**src/rtl/core/trle_pkg.sv**
```systemverilog
// Shared types and constants of the tile run-length byte decoder.
package trle_pkg;

  localparam int INDEX_WIDTH = 20;
  localparam int LIMIT_WIDTH = INDEX_WIDTH + 1;
  localparam int COUNT_WIDTH = 7;
  localparam int RUN_WIDTH   = 8;
  localparam int QUEUE_DEPTH = 4;
  localparam int QPTR_WIDTH  = $clog2(QUEUE_DEPTH);
  localparam int QCNT_WIDTH  = QPTR_WIDTH + 1;

  localparam logic [LIMIT_WIDTH-1:0] LIMIT_RESET = LIMIT_WIDTH'(1048576);
  localparam logic [LIMIT_WIDTH-1:0] LIMIT_CAP   = LIMIT_WIDTH'(1) << INDEX_WIDTH;

  localparam logic [7:0]           REPEAT_BASE  = 8'hC0;
  localparam logic [7:0]           LITERAL_BASE = 8'h80;
  localparam logic [5:0]           REPEAT_MASK  = 6'h3F;
  localparam logic [6:0]           LITERAL_MASK = 7'h7F;
  localparam logic [RUN_WIDTH-1:0] REPEAT_MAX   = RUN_WIDTH'(64);
  localparam logic [RUN_WIDTH-1:0] LITERAL_MAX  = RUN_WIDTH'(128);

  typedef enum logic [1:0] {
    MODE_CMD     = 2'd0,
    MODE_REPEAT  = 2'd1,
    MODE_LITERAL = 2'd2
  } decode_mode_t;

  typedef struct packed {
    logic [7:0] code_byte;
    logic       start_of_frame;
  } code_item_t;

  typedef struct packed {
    logic [7:0]             pixel_value;
    logic [INDEX_WIDTH-1:0] pixel_index;
    logic                   run_end;
  } pixel_item_t;

  // One queued job: a pixel value written count times from base onwards.
  typedef struct packed {
    logic [7:0]             value;
    logic [INDEX_WIDTH-1:0] base;
    logic [COUNT_WIDTH-1:0] count;
  } job_t;

endpackage

```
**src/rtl/core/trle_front.sv**
```systemverilog
// Front end: accept code bytes, track decode mode and pixel count, issue jobs.
module trle_front import trle_pkg::*; (
  input  logic                   clk,
  input  logic                   rst,
  input  logic                   code_valid,
  output logic                   code_stall,
  input  code_item_t             code,
  input  logic                   limit_valid,
  input  logic [LIMIT_WIDTH-1:0] limit_data,
  input  logic                   queue_full,
  output logic                   job_push,
  output job_t                   job
);

  logic [LIMIT_WIDTH-1:0] pixel_limit;
  decode_mode_t           mode, mode_next;
  logic [RUN_WIDTH-1:0]   run_remaining, run_remaining_next;
  logic [LIMIT_WIDTH-1:0] pixels_written, pixels_written_next;

  decode_mode_t           mode_cur;
  logic [RUN_WIDTH-1:0]   run_cur;
  logic [LIMIT_WIDTH-1:0] pw_cur;
  logic [LIMIT_WIDTH-1:0] lim_eff;
  logic [LIMIT_WIDTH-1:0] room;
  logic [COUNT_WIDTH-1:0] rep_cnt;
  logic [COUNT_WIDTH-1:0] n;
  logic                   accept;
  logic [7:0]             b;

  assign code_stall = queue_full;
  assign accept     = code_valid && !queue_full;
  assign b          = code.code_byte;

  always_comb begin
    mode_cur = code.start_of_frame ? MODE_CMD : mode;
    run_cur  = code.start_of_frame ? '0 : run_remaining;
    pw_cur   = code.start_of_frame ? '0 : pixels_written;
    lim_eff  = (pixel_limit > LIMIT_CAP) ? LIMIT_CAP : pixel_limit;
    room     = lim_eff - pw_cur;
    rep_cnt  = run_cur[COUNT_WIDTH-1:0];

    mode_next           = mode_cur;
    run_remaining_next  = run_cur;
    n                   = '0;
    job_push            = 1'b0;

    if (pw_cur < lim_eff) begin
      unique case (mode_cur)
        MODE_REPEAT: begin
          n = (room < LIMIT_WIDTH'(rep_cnt)) ? room[COUNT_WIDTH-1:0] : rep_cnt;
          job_push           = accept && (n != '0);
          mode_next          = MODE_CMD;
          run_remaining_next = '0;
        end
        MODE_LITERAL: begin
          n                  = COUNT_WIDTH'(1);
          job_push           = accept;
          run_remaining_next = run_cur - RUN_WIDTH'(1);
          if (run_remaining_next == '0) begin
            mode_next = MODE_CMD;
          end
        end
        default: begin
          if (b >= REPEAT_BASE) begin
            run_remaining_next = (b[5:0] & REPEAT_MASK) == '0 ? REPEAT_MAX
                                 : RUN_WIDTH'(b[5:0] & REPEAT_MASK);
            mode_next = MODE_REPEAT;
          end else if (b >= LITERAL_BASE) begin
            run_remaining_next = (b[6:0] & LITERAL_MASK) == '0 ? LITERAL_MAX
                                 : RUN_WIDTH'(b[6:0] & LITERAL_MASK);
            mode_next = MODE_LITERAL;
          end else begin
            mode_next = MODE_CMD;
            n         = COUNT_WIDTH'(1);
            job_push  = accept;
          end
        end
      endcase
    end

    pixels_written_next = pw_cur + LIMIT_WIDTH'(n);

    job.value = b;
    job.base  = pw_cur[INDEX_WIDTH-1:0];
    job.count = n;
  end

  always_ff @(posedge clk) begin
    if (rst) begin
      pixel_limit    <= LIMIT_RESET;
      mode           <= MODE_CMD;
      run_remaining  <= '0;
      pixels_written <= '0;
    end else begin
      if (limit_valid) begin
        pixel_limit <= limit_data;
      end
      if (accept) begin
        mode           <= mode_next;
        run_remaining  <= run_remaining_next;
        pixels_written <= pixels_written_next;
      end
    end
  end

endmodule

```
**src/rtl/core/trle_queue.sv**
```systemverilog
// Short job queue between the front end and the pixel writer.
module trle_queue import trle_pkg::*; (
  input  logic clk,
  input  logic rst,
  input  logic push,
  input  job_t push_job,
  output logic full,
  input  logic pop,
  output logic nonempty,
  output job_t head
);

  job_t                  mem [QUEUE_DEPTH];
  logic [QPTR_WIDTH-1:0] wr_ptr;
  logic [QPTR_WIDTH-1:0] rd_ptr;
  logic [QCNT_WIDTH-1:0] count;

  assign full     = (count == QCNT_WIDTH'(QUEUE_DEPTH));
  assign nonempty = (count != '0);
  assign head     = mem[rd_ptr];

  always_ff @(posedge clk) begin
    if (push) begin
      mem[wr_ptr] <= push_job;
    end
  end

  always_ff @(posedge clk) begin
    if (rst) begin
      wr_ptr <= '0;
      rd_ptr <= '0;
      count  <= '0;
    end else begin
      if (push) begin
        wr_ptr <= wr_ptr + QPTR_WIDTH'(1);
      end
      if (pop) begin
        rd_ptr <= rd_ptr + QPTR_WIDTH'(1);
      end
      count <= count + QCNT_WIDTH'(push) - QCNT_WIDTH'(pop);
    end
  end

endmodule

```
**src/rtl/core/trle_back.sv**
```systemverilog
// Pixel writer: expand queued jobs into pixels through an output register.
module trle_back import trle_pkg::*; (
  input  logic        clk,
  input  logic        rst,
  input  logic        job_ready,
  input  job_t        job,
  output logic        job_pop,
  output logic        pixel_valid,
  input  logic        pixel_stall,
  output pixel_item_t pixel
);

  logic                   active;
  logic [7:0]             cur_value;
  logic [INDEX_WIDTH-1:0] cur_index;
  logic [COUNT_WIDTH-1:0] remaining;
  logic                   can_out;
  logic                   emit;
  logic                   last;

  assign can_out = !pixel_valid || !pixel_stall;
  assign emit    = active && can_out;
  assign last    = (remaining == COUNT_WIDTH'(1));
  assign job_pop = job_ready && (!active || (emit && last));

  always_ff @(posedge clk) begin
    if (emit) begin
      pixel.pixel_value <= cur_value;
      pixel.pixel_index <= cur_index;
      pixel.run_end     <= last;
    end
    if (job_pop) begin
      cur_value <= job.value;
      cur_index <= job.base;
      remaining <= job.count;
    end else if (emit) begin
      cur_index <= cur_index + INDEX_WIDTH'(1);
      remaining <= remaining - COUNT_WIDTH'(1);
    end
  end

  always_ff @(posedge clk) begin
    if (rst) begin
      active      <= 1'b0;
      pixel_valid <= 1'b0;
    end else begin
      if (can_out) begin
        pixel_valid <= active;
      end
      if (job_pop) begin
        active <= 1'b1;
      end else if (emit && last) begin
        active <= 1'b0;
      end
    end
  end

endmodule

```
**src/rtl/core/tile_rle_byte_decoder_unit.sv**
```systemverilog
// Top level of the tile run-length byte decoder.
//
//  channel  | handshake                 | payload
//  ---------+---------------------------+--------------------------------------
//  code     | code_valid / code_stall   | code_item_t: code_byte, start_of_frame
//  pixel    | pixel_valid / pixel_stall | pixel_item_t: value, index, run_end
//  limit    | limit_valid / limit_ready | limit_data: pixel_limit (21 bits)
//
// A code byte is taken whenever the job queue has room; bytes that
// only arm a run leave no job. The pixel writer sends one pixel a cycle while
// pixel_stall is low, and a repeat gives up to 64 pixels; sustained rate is
// bound by pixel output. A job passes the queue, job and output registers.
// Reset (rst, synchronous) clears mode, run and pixel counts, empties the queue
// and sets the limit to 1048576. Stall on pixel holds the output register; the
// queue fills and then stalls code. Limit writes are taken at any cycle.
module tile_rle_byte_decoder_unit import trle_pkg::*; (
  input  logic                   clk,
  input  logic                   rst,
  input  logic                   code_valid,
  output logic                   code_stall,
  input  code_item_t             code,
  output logic                   pixel_valid,
  input  logic                   pixel_stall,
  output pixel_item_t            pixel,
  input  logic                   limit_valid,
  output logic                   limit_ready,
  input  logic [LIMIT_WIDTH-1:0] limit_data
);

  logic job_push;
  job_t job_in;
  logic queue_full;
  logic job_pop;
  logic queue_nonempty;
  job_t job_head;

  // Always take limit transactions; the user must make them arrive only while the block is idle.
  assign limit_ready = 1'b1;

  // Classify bytes, keep decode state and the frame pixel count.
  trle_front u_front (
    .clk         (clk),
    .rst         (rst),
    .code_valid  (code_valid),
    .code_stall  (code_stall),
    .code        (code),
    .limit_valid (limit_valid),
    .limit_data  (limit_data),
    .queue_full  (queue_full),
    .job_push    (job_push),
    .job         (job_in)
  );

  // Decouple the byte side from the pixel side.
  trle_queue u_queue (
    .clk      (clk),
    .rst      (rst),
    .push     (job_push),
    .push_job (job_in),
    .full     (queue_full),
    .pop      (job_pop),
    .nonempty (queue_nonempty),
    .head     (job_head)
  );

  // Expand each job into its pixels, one per cycle while pixel_stall is low.
  trle_back u_back (
    .clk         (clk),
    .rst         (rst),
    .job_ready   (queue_nonempty),
    .job         (job_head),
    .job_pop     (job_pop),
    .pixel_valid (pixel_valid),
    .pixel_stall (pixel_stall),
    .pixel       (pixel)
  );

endmodule

```
**config.mk**
```make
export PLATFORM = sky130hd
export DESIGN_NAME = tile_rle_byte_decoder_unit
export DESIGN_NICKNAME = d
export VERILOG_FILES = /design/src/rtl/core/trle_pkg.sv /design/src/rtl/core/trle_front.sv /design/src/rtl/core/trle_queue.sv /design/src/rtl/core/trle_back.sv /design/src/rtl/core/tile_rle_byte_decoder_unit.sv
export SDC_FILE = /design/constraint.sdc
export NUM_CORES = 1
export LEC_CHECK = 0
export BUFFER_PORTS_ARGS = -buffer_cell sky130_fd_sc_hd__buf_2
export CELL_PAD_IN_SITES_DETAIL_PLACEMENT = 0
export CELL_PAD_IN_SITES_GLOBAL_PLACEMENT = 1
export CORE_ASPECT_RATIO = 0.75
export CORE_MARGIN = 1
export CORE_UTILIZATION = 54
export DETAILED_ROUTE_END_ITERATION = 10
export GPL_TIMING_DRIVEN = 1
export PLACE_DENSITY_LB_ADDON = 0.1
export SYNTH_ARGS = -nofsm -noshare
export SYNTH_HDL_FRONTEND = slang
export SYNTH_SLANG_ARGS = --single-unit
```
**constraint.sdc**
```tcl
create_clock -name clk -period 10.25 [get_ports clk]
set_clock_uncertainty 0.05 [all_clocks]
set_input_delay 0 -clock clk [delete_from_list [all_inputs] [get_ports clk]]
set_output_delay 0 -clock clk [all_outputs]
set_load 0.01 [all_outputs]
```
; ---- Word-level counts from Yosys, hierarchy flattened
; Memory sizes are Yosys's and may differ from the RTL's. A register that Yosys moved wholly into a read port is not among the register bits.
; Index checks and enable logic that the tools add are counted.
[op_classes]
addsub = 9
n_mul = 0
div_mod_pow = 0
n_lt_le_gt_ge = 5
eq_ne = 4
n_shift = 0
muxes = 34
bitwise_logic = 0
reduce_logical = 18
[ops]
columns = cell, count
row1 = 21-bit two-way mux, 2
row2 = 7-bit two-way mux, 6
row3 = 20-bit two-way mux, 2
row4 = 8-bit two-way mux, 5
row5 = 21-bit by 7-bit adder with 21-bit output, 1
row6 = 21-bit > comparator (second input constant), 1
row7 = 21-bit < comparator, 1
row8 = 21-bit by 7-bit < comparator with 1-bit output, 1
row9 = 21-bit subtractor, 1
row10 = 20-bit by 1-bit adder with 20-bit output (second input constant), 1
row11 = 8-bit >= comparator (second input constant), 2
row12 = 8-bit case mux with 2 select lines, 1
row13 = 2-bit two-way mux, 7
row14 = 7-bit case mux with 2 select lines, 1
row15 = 8-bit zero test, 1
row16 = 1-bit two-way mux, 8
row17 = 8-bit by 1-bit subtractor with 8-bit output (second input constant), 1
row18 = 7-bit by 1-bit equality test with 1-bit output (second input constant), 1
row19 = 7-bit zero test, 1
row20 = 7-bit nonzero test, 1
row21 = 7-bit by 1-bit subtractor with 7-bit output (second input constant), 1
row22 = 6-bit zero test, 1
row23 = 1-bit logical AND, 5
row24 = 2-bit by 1-bit adder with 2-bit output (second input constant), 2
row25 = 11 further kinds, 16
[totals]
ff_bits = 125
latch_bits = 0
ram_bits = 140
rom_bits = 0
inputBits = 35
output_inout_bits = 32
mem_count = 1
[mem_list]
columns = memory, words, word_bits, rd, rd_clocked_by_memory_dff, wr, line
row1 = u_queue.mem, 4, 35, 1, 1, 1, trle_queue.sv:13  ; job_t mem [QUEUE_DEPTH];

; ---- Depth between registers and ports, before layout
[depth]
ltp_word = 11
mapped_depth = 33
depth_no_buf = 30

; ---- Modules after synthesis
; A second synthesis with hierarchy kept.
[hier_totals]
cells_unflattened = 1064
area_unflattened_um2 = 13148.9
[modules_own_cells]
columns = module, instances, cells_each, area_per_inst_um2
row1 = trle_queue, 1, 225, 5542.8
row2 = trle_front, 1, 633, 4670.7
row3 = trle_back, 1, 204, 2924.1
row4 = tile_rle_byte_decoder_unit, 1, 2, 11.3

; ---- Worst setup path before layout
; No wires, ideal clock.
[synth_timing]
path_kind = in2reg
startpoint = in code[0] in the netlist's numbering
endpoint = reg u_front.pixels_written[20]
setup_ps = 128
t_arrival_ps = 6123
slack_ps = 3949
cell_stages = 32
path_cell_list = inv_1 -> clkbuf_1 -> buf_1 -> buf_1 -> nand2_1 -> fa_1 -> a21o_2 -> a221oi_1 -> xnor2_1 -> ha_1 -> a21oi_1 -> and3_1 -> o2111ai_1 -> a311o_1 -> nor4_1 -> nand4_1 -> nor4_2 -> nand4_1 -> mux2_2 -> o21ai_0 -> ha_1 -> fa_1 -> a21o_1 -> a21oi_1 -> o21bai_1 -> a21oi_1 -> o21bai_1 -> nand4_1 -> nor2_1 -> nand4_1 -> xnor2_1 -> nor2_1
[synth_lines]
columns = item, line
row1 = start: declaration, tile_rle_byte_decoder_unit.sv:21  ; input code_item_t code,
row2 = end signal: assignment, trle_front.sv:101  ; pixels_written <= pixels_written_next;
row3 = end: declaration, trle_front.sv:18  ; logic [LIMIT_WIDTH-1:0] pixels_written, pixels_written_next;

==> metrics.md <==
| Metric | Value |
|---|---|
| Overall power | `3229 µW` |
| Slew of the pin with the lowest slew margin | `1.039 ns` |
| Gate Count Post-Synth | `1,052` |
| Crit-path leading delay family | `compound AO/OA/AOI/OAI gates` |
| Violated checks | `DRC` |
| Initial Util | `55.43%` |
| Reg2reg setup slack | `2.91 ns` |
| Critical path launch point type | `input pin` |
| Commonest cells after routing, fill and taps aside | `edfxtp_1 (204), nand2_1 (120), nor2_1 (86), buf_2 (65), dfxtp_1 (62)` |
| Async SR Flop Fraction | `0%` |
| Internal | `2314 µW` |
| Total iterations of the first detailed-routing run | `8` |
| Worst Path Required | `10.59 ns` |
| Pwr/cell area | `221.9 nW/µm²` |
| Post-synth net total | `1,137` |
| Filler instances | `1,805` |
| Sequential fraction of the synthesis area | `57.64%` |
| HP Class | `input pin to flop` |
| Mean routed wirelength per cell | `18.58 µm` |
| # resized after CTS | `0` |
| WP depth | `31` |
| Clock Path Buffers | `3` |
| Switching pwr | `915.0 µW` |
| Final ANT Viol Nets | `0` |
| Max VDD drop | `0.0001332 V` |
| Die Ht | `135.4 µm` |
| Status | `complete, but fails checks` |
| CTS tree | `built` |
| Buffers and inverters on the worst path | `3` |
| Clock-pin slew on the worst setup and hold paths | `0.06 ns` |
| Initial antenna violation count | `0` |
| Die footprint | `24,360 µm²` |
| Gate power share | `22.5%` |
| Yosys reg bits | `267` |
| Skew-Pair Late Insertion Delay | `0.53 ns` |
| Cell Area, Synth | `12,820 µm²` |
| Syn Area/Cell | `12.18 µm²` |
| Cell row count | `48` |
| Tot GR Track Use | `22.73%` |
| WP data arrival | `7.95 ns` |
| Post-detail-place hpwl | `18,360 µm` |
| Clock sink count | `267` |
| CTS root buffer | `clkbuf_16` |
| First-pass GRT wire length | `43,210 µm` |
| Critical path's most frequent cell | `nand4_1` |
| Critical path class | `input pin to flop` |
| Max cap viols | `0` |
| Number of synthesized flops with an enable pin | `204` |
| Final Util | `62.92%` |
| Net Sw Frac | `28.34%` |
| Final Hold Viols | `0` |
| Wirelength, routed | `27,050 µm` |
| Area growth, synth to finish | `13.52%` |
| GPL Wtd Cong | `0.9237` |
| Worst r2r dst | `u_front.pixels_written[20]$_SDFFE_PP0P_` |
| Routed via count | `8,241` |
| DRT iter0 DRCs | `586` |
| Clk pwr share | `31.1%` |
| Largest net degree at the start of global routing | `65` |
| CORE AREA | `23,120 µm²` |
| GRT Residual Overflow | `0` |
| Period utilization | `74.28%` |
| Slew Viols, Final | `0` |
| Setup-failing EPs final | `0` |
| Die Span X | `179.9 µm` |
| Synth warn | `0` |
| Synth unique cells | `67` |
| Slew Limit Headroom | `29.25%` |
| H-tree depth | `1` |
| Fin crit period | `7.614 ns` |
| Number of global-route vias before repair | `7,866` |
| Leading cell type in the layout, fill and taps excluded | `edfxtp_1` |
| DRC Markers | `2` |
| Vias per cell | `5.660` |
| Layout cells sized above 1 | `15.40%` |
| Dominant synthesized flop cell | `edfxtp_1` |
| Final Net Count | `1,221` |
| Fin Setup TNS | `0 ns` |
| Fmax | `131.3 MHz` |
| End point of the critical path | `u_front.pixels_written[20]$_SDFFE_PP0P_` |
| Worst-path fanout max | `30` |
| I/O pin total | `67` |
| Part of the power in registers | `46.4%` |
| RSZ-0062 raised after global routing | `no` |
| Critical-path cell with the highest stage delay | `inv_1` |
| Slowest Stage Delay on Critical Path | `0.72 ns` |
| P_leak | `0.005423 µW` |
| Post-CTS Setup Bufs | `0` |
| # port buffers | `65` |
| Worst reg2reg startpoint | `u_front.pixels_written[0]$_SDFFE_PP0P_` |
| CP endpoint kind | `flop` |
| # hold bufs at CTS | `32` |
| Worst Setup SP | `code[0]` |
| Antenna diode count | `0` |
| CTS Buf Count | `26` |
| R2R cell count | `30` |
-- cell usage after synthesis (18+ instances only) --
library cell,n,area [µm²]
a21oi_1,44,220.2
nand2_1,120,450.4
dfxtp_1,63,1261
o21ai_0,50,250.2
xnor2_1,42,367.9
nand3_1,25,125.1
inv_1,51,191.4
edfxtp_1,204,6126
nor2b_1,22,137.6
xor2_1,18,157.7
clkbuf_1,23,86.33
ha_1,47,588.1
nor2_1,86,322.8
mux4_2,35,788.3
mux2i_1,27,270.3
-- cell type report --
type | instances | area [µm²] | area share, %
Timing Repair Buffer | 104 | 698.2 | 4.799
Tap cell | 300 | 375.4 | 2.580
Inverter | 51 | 191.4 | 1.316
Sequential cell | 267 | 7388 | 50.78
Clock inverter | 12 | 178.9 | 1.230
Clock buffer | 36 | 728.2 | 5.005
Multi-Input combinational cell | 686 | 4989 | 34.29
-- cells by family (layout without fill, tap and decap cells) --
family / count (synthesis) / after routing / synth area share, %
other cells: 1 / 1 / 0.02926
fa+ha+maj: 50 / 50 / 5.057
compound gates: 166 / 166 / 8.201
buf+inv: 99 / 203 / 3.563
simple gates: 342 / 342 / 12.59
xor+xnor: 60 / 60 / 4.100
mux: 67 / 67 / 8.816
flops: 267 / 267 / 57.64
-- how the worst min path moves through the flow --
stage	start	end	slack, ns	cells past startpoint
global route	limit_valid	u_front.pixel_limit[15]$_SDFFE_PP0P_	0.02	3
floorplan	code[1]	u_queue.mem[0][27]$_DFFE_PP_	0.05	0
CTS	limit_valid	u_front.pixel_limit[13]$_SDFFE_PP0P_	0.004	3
detailed placement	limit_data[20]	u_front.pixel_limit[20]$_SDFFE_PP1P_	0.18	2
finish	limit_valid	u_front.pixel_limit[0]$_SDFFE_PP0P_	0.02	3
global placement	limit_data[20]	u_front.pixel_limit[20]$_SDFFE_PP1P_	0.17	2
-- through the flow --
stage | cells | area (µm²) | hold WS [ns] | setup slack (ns)
global route | 1456 | 14550 | 0.02265 | 2.006
floorplan | 1052 | 12820 | 0.04887 | 3.949
global placement | 1376 | 13320 | 0.1728 | 3.114
CTS | 1456 | 14550 | 0.004394 | 2.774
finish | 1456 | 14550 | 0.01524 | 2.636
detailed placement | 1376 | 13320 | 0.1822 | 2.852
-- routing by layer --
metal / track usage [%] / vias up / routed length, µm
met5: 0 / - / 0
met4: 4.310 / 0 / 389
met3: 3.360 / 33 / 1260
met2: 33.51 / 208 / 11430
met1: 35.77 / 3988 / 13970
li1: - / 4012 / -
-- registers in the layout, indices dropped and copies added (netlist names), 7 cells and up, named ones only --
signal / count
u_queue.mem: 140
u_back.pixel: 29
u_front.pixel_limit: 21
u_front.pixels_written: 21
u_back.cur_index: 20
u_back.cur_value: 8
u_front.run_remaining: 8
u_back.remaining: 7
-- power by group through the flow --
stage | Combinational (µW) | Sequential (µW) | Clock (µW)
after global routing | 813 | 1520 | 1060
after detailed placement | 723 | 1520 | 0
after global placement | 719 | 1520 | 0
after floorplan | 513 | 1520 | 0
after CTS | 737 | 1500 | 1020
final | 727 | 1500 | 1000
-- tightest hold or removal path: cells and delay by family --
| family | cells | cell delay [ns] |
|---|---|---|
| buf+inv | 1 | 0.29 |
| simple gates | 1 | 0.07 |
| mux | 1 | 0.19 |
(Power assumes the default switching activity.)
